[config.mk]
export PLATFORM = sky130hd
export DESIGN_NAME = pwm_div
export DESIGN_NICKNAME = d
export VERILOG_FILES = /design/src/rtl/pwm_div.sv
export SDC_FILE = /design/constraint.sdc
export NUM_CORES = 1
export LEC_CHECK = 0
export BUFFER_PORTS_ARGS = -buffer_cell sky130_fd_sc_hd__buf_2
export CAP_MARGIN = 10
export CORE_UTILIZATION = 47
export DETAILED_ROUTE_END_ITERATION = 10
export PLACE_DENSITY = 0.84
export REMOVE_ABC_BUFFERS = 1
export SETUP_SLACK_MARGIN = 0.2
export SLEW_MARGIN = 30
export SYNTH_ARGS = -nofsm -noshare
export SYNTH_HDL_FRONTEND = slang
export SYNTH_SLANG_ARGS = --single-unit
[constraint.sdc]
create_clock -name clock -period 2.2 [get_ports clock]
set_input_delay 0.44 -clock clock [delete_from_list [all_inputs] [get_ports clock]]
set_output_delay 0.44 -clock clock [all_outputs]
set_load 0.03 [all_outputs]
[src/rtl/pwm_div.sv]
module pwm_div #(
   parameter int NUM_W = 27,
   parameter int DEN_W = 7
) (
   input  logic clock,
   input  logic reset,
   input  logic start,
   input  logic [NUM_W-1:0] dividend,
   input  logic [DEN_W-1:0] divisor,
   output logic done,
   output logic [NUM_W-1:0] quotient
);

   localparam int STEP_W = $clog2(NUM_W + 1);

   logic [NUM_W-1:0] quo_ff;
   logic [DEN_W:0] rem_ff;
   logic [DEN_W-1:0] den_ff;
   logic [STEP_W-1:0] step_ff;
   logic busy_ff;
   logic done_ff;
   logic [DEN_W:0] rem_shift;
   logic fits;

   // One quotient bit per cycle, restoring form.
   assign rem_shift = {rem_ff[DEN_W-1:0], quo_ff[NUM_W-1]};
   assign fits = rem_shift >= {1'b0, den_ff};

   always_ff @(posedge clock) begin
      if (reset) begin
         busy_ff <= 1'b0;
         done_ff <= 1'b0;
         step_ff <= '0;
      end else begin
         done_ff <= 1'b0;
         if (start) begin
            busy_ff <= 1'b1;
            step_ff <= STEP_W'(NUM_W);
         end else if (busy_ff) begin
            step_ff <= step_ff - 1'b1;
            if (step_ff == STEP_W'(1)) begin
               busy_ff <= 1'b0;
               done_ff <= 1'b1;
            end
         end
      end
   end

   always_ff @(posedge clock) begin
      if (start) begin
         quo_ff <= dividend;
         rem_ff <= '0;
         den_ff <= divisor;
      end else if (busy_ff) begin
         rem_ff <= fits ? rem_shift - {1'b0, den_ff} : rem_shift;
         quo_ff <= {quo_ff[NUM_W-2:0], fits};
      end
   end

   assign done = done_ff;
   assign quotient = quo_ff;

endmodule

==> key figures <==
Yosys
  • Simple-Gate Fraction of Synth Area: 0.1086
  • Top cells by count, synth: edfxtp_1 (34), mux2_2 (27), nor2_1 (16), dfxtp_1 (14), nand2_1 (14)
  • Syn Area/Cell: roughly 12 um2
  • Yosys reg bits: 48
  • Xor/xnor share of the synthesized area: 0.01855
  • Largest cells by area after synthesis: edfxtp_1 (43%), mux2_2 (13%), dfxtp_1 (12%), ha_1 (4.8%), nor2_1 (2.5%)
  • Netlist Area Pre-Place: about 2400 um2
  • Mux contribution to synthesized area: 0.1373
  • Dominant cell type by area after synthesis: edfxtp_1
  • Post-synth EDFFs: 34
  • Yosys top cell area share: 0.4324
  • Synth Instances: around 190
  • Synth Area in Compound Gates: 0.09168
  • Largest family of logic cells by synthesized area: multiplexers
  • Yosys warning count: 0
  • Adder-cell share of the synthesized area: 0.05617
  • Ys async rst share: 0
  • Sequential area share after synthesis: 0.5511
  • Netlist cell types: 39
  • Commonest register cell after synthesis: edfxtp_1
  • Top-count cell post-synth: edfxtp_1

Pwr
  • Switching share of power: 0.2919
  • Pleak: 1.237 nW
  • Pwr/cell area: between 700 and 800 nW/um2
  • Total power draw: ~2.1 mW
  • Comb power frac: 0.218
  • Maximum vdd drop: between 0.6 and 0.7 mV
  • Cell internal pwr: between 1 and 1.5 mW
  • Clk pwr share: 0.250
  • Net Sw Power: ~0.60 mW
  • Sequential group share of total power: 0.532

Floorplanning
  • Std cell rows: 25
  • Initial Utilization: 0.4933
  • Core Area: roughly 4800 um2
  • Num ports: 65
  • Die width: between 70 and 80 um
  • Die boundary height: between 70 and 80 um
  • Die area: around 5300 um2

Setup path
  • Critical-path top delay cell: edfxtp_1
  • CP Cell Sequence: inv_1 -> ha_2 -> fa_2 -> nor2b_2 -> o22ai_2 -> a31oi_4 -> or2_4 -> buf_6 -> a221o_1
  • Critical path buffer and inverter count: 2
  • Worst endpoint data arrival time: 2.21 ns
  • Crit path kind: reg -> reg
  • Delay-heaviest family, CP: compound AO/OA/AOI/OAI gates
  • Critical Path Source Type: register
  • Crit-path max FO: 4
  • Max stage delay on crit path: approximately 0.40 ns
  • Critical Path RT: around 2.4 ns
  • CP Capture Type: register

Final layout
  • Antenna Cells: 0
  • Layout cells sized above 1: 0.4478
  • Multi-input gate area: between 900 and 1000 um2
  • FF+latch area: roughly 1300 um2
  • Synthesis-to-layout area growth: 23.74%
  • Nets: around 310
  • Filler cells: approximately 360
  • Non-Filler Instances: between 300 and 400

Placed design
  • Final HPWL DP: around 3500 um
  • I/O Buffers: 64
  • Pre-CTS WS: approximately 0.15 ns
  • Post-Place Cells: 325
  • Final GP Congestion: between 0.7 and 0.8

Clock tree
  • H-tree levels: 2
  • Clk_lat worst skew: approximately 0.3 ns
  • Sink Count: 48
  • Clk buf depth: 2
  • Clock transition at path regs: roughly 0.090 ns
  • Num CTS Buffers: 5
  • Clock root buffer: clkbuf_8
  • CTS Hold Bufs: 0
  • CTS tree: done

Global route
  • Gr ovfl total: 0
  • GRT Overall Usage: 0.1979
  • Met1 Use GR: 0.2369
  • Largest net degree at the start of global routing: 26
  • Vias in the first global route: about 1700
  • Met2 Track Usage GR: 0.3074
  • Top Usage Layer GRT: met2
  • First-pass GRT wire length: roughly 7800 um
  • Routing usage on met3: 0.08978
  • Initial antenna violation count: 0

Timing
  • Hold Fails Final Rpt: 0
  • Final WS setup: 0.1914 ns
  • Final worst-path cycle share: 0.9130
  • Max Freq: around 500 MHz
  • Fin crit period: 2.009 ns
  • Relative slew slack: 0.5945
  • Worst Tran Pin Value: around 0.61 ns
  • Final setup viols: 0
  • Final slew viol count: 0
  • RSZ-0062 raised after global routing: yes
  • Final Skew: between 0.003 and 0.004 ns
  • Final hold slack: ~0.30 ns
  • Setup tns final: 0 ns

Route
  • Via density per instance: just over 5
  • Initial DRT Pass Iterations: 4
  • ANT nets after route: 0
  • DRC errors left: 0
  • Wire per inst: between 10 and 15 um
  • Final WL: between 4000 and 5000 um
  • Via count: approximately 1700
  • Iteration-0 DRC Markers: 89

Hold path
  • Hold Path Class: in -> reg

Outcome
  • Outcome: complete, no violations

Run
  • Max Cap Viol: 0
registers in the layout (all words and copies together), names as in the netlist:
register  count
den_ff        7
done          1
rem_ff        7
busy_ff       1
step_ff       5
quotient     27
logic make-up after synthesis:
family / count (synthesis)
fa+ha+maj: 10
xor+xnor: 5
simple gates: 52
flops: 48
mux: 29
buf+inv: 21
compound gates: 27
final timing paths:
check / cells after the start / from / slack [ns] / end
max: 9 / quotient[26] / 0.19 / rem_ff[2]
min: 1 / divisor[3] / 0.30 / den_ff[3]
max reg2reg: 9 / quotient[26] / 0.19 / rem_ff[2]
min reg2reg: 2 / rem_ff[6] / 0.50 / rem_ff[6]
power groups by stage:
stage / Clock, mW / Combinational, mW / Sequential [mW]
finish: 0.517 / 0.452 / 1.10
global route: 0.560 / 0.489 / 1.11
CTS: 0.526 / 0.451 / 1.10
detailed placement: 0 / 0.440 / 1.12
global placement: 0 / 0.431 / 1.12
floorplan: 0 / 0.177 / 1.23
metal layers:
layer	wire, um	vias to the layer above
met5	0	-
met4	108	0
li1	-	848
met2	2181	73
met3	480	10
met1	2010	802
cell type report:
type | instances | share of cell area
clock inverter | 2 | 0.003854
clock buffer | 6 | 0.02484
multi-input combinational | 123 | 0.3388
sequential | 48 | 0.4454
tap | 67 | 0.02869
timing repair buffer | 76 | 0.1418
inverter | 13 | 0.01670
per-stage QoR:
step	cell area, um2	utilization
floorplan	2323	-
global placement	2803	0.5856
detailed placement	2803	0.5856
CTS	2915	0.6092
global route	2922	0.6105
finish	2922	0.6105
repair_timing:
action,in CTS,in global routing
buffers inserted,2,0
endpoints found under the setup margin,8,8
resized for setup,5,1
pin swaps,4,6
cell usage in the layout (no fill, tap or decap), types with 2 or more instances in the layout:
cell type  count
nand2_1       14
o21ai_0        3
edfxtp_1      34
inv_1         13
nor3_1         5
clkbuf_8       5
mux2i_1        2
o221ai_1       2
mux2_2        27
a21oi_1        5
nand2b_1       4
o211ai_1       5
ha_1           8
buf_2         64
nor4b_1        2
dfxtp_1       14
nor2_1        16
xor2_1         5
nor2b_1        2
buf_4         11
No activity file was read; power rests on OpenSTA's default activity.
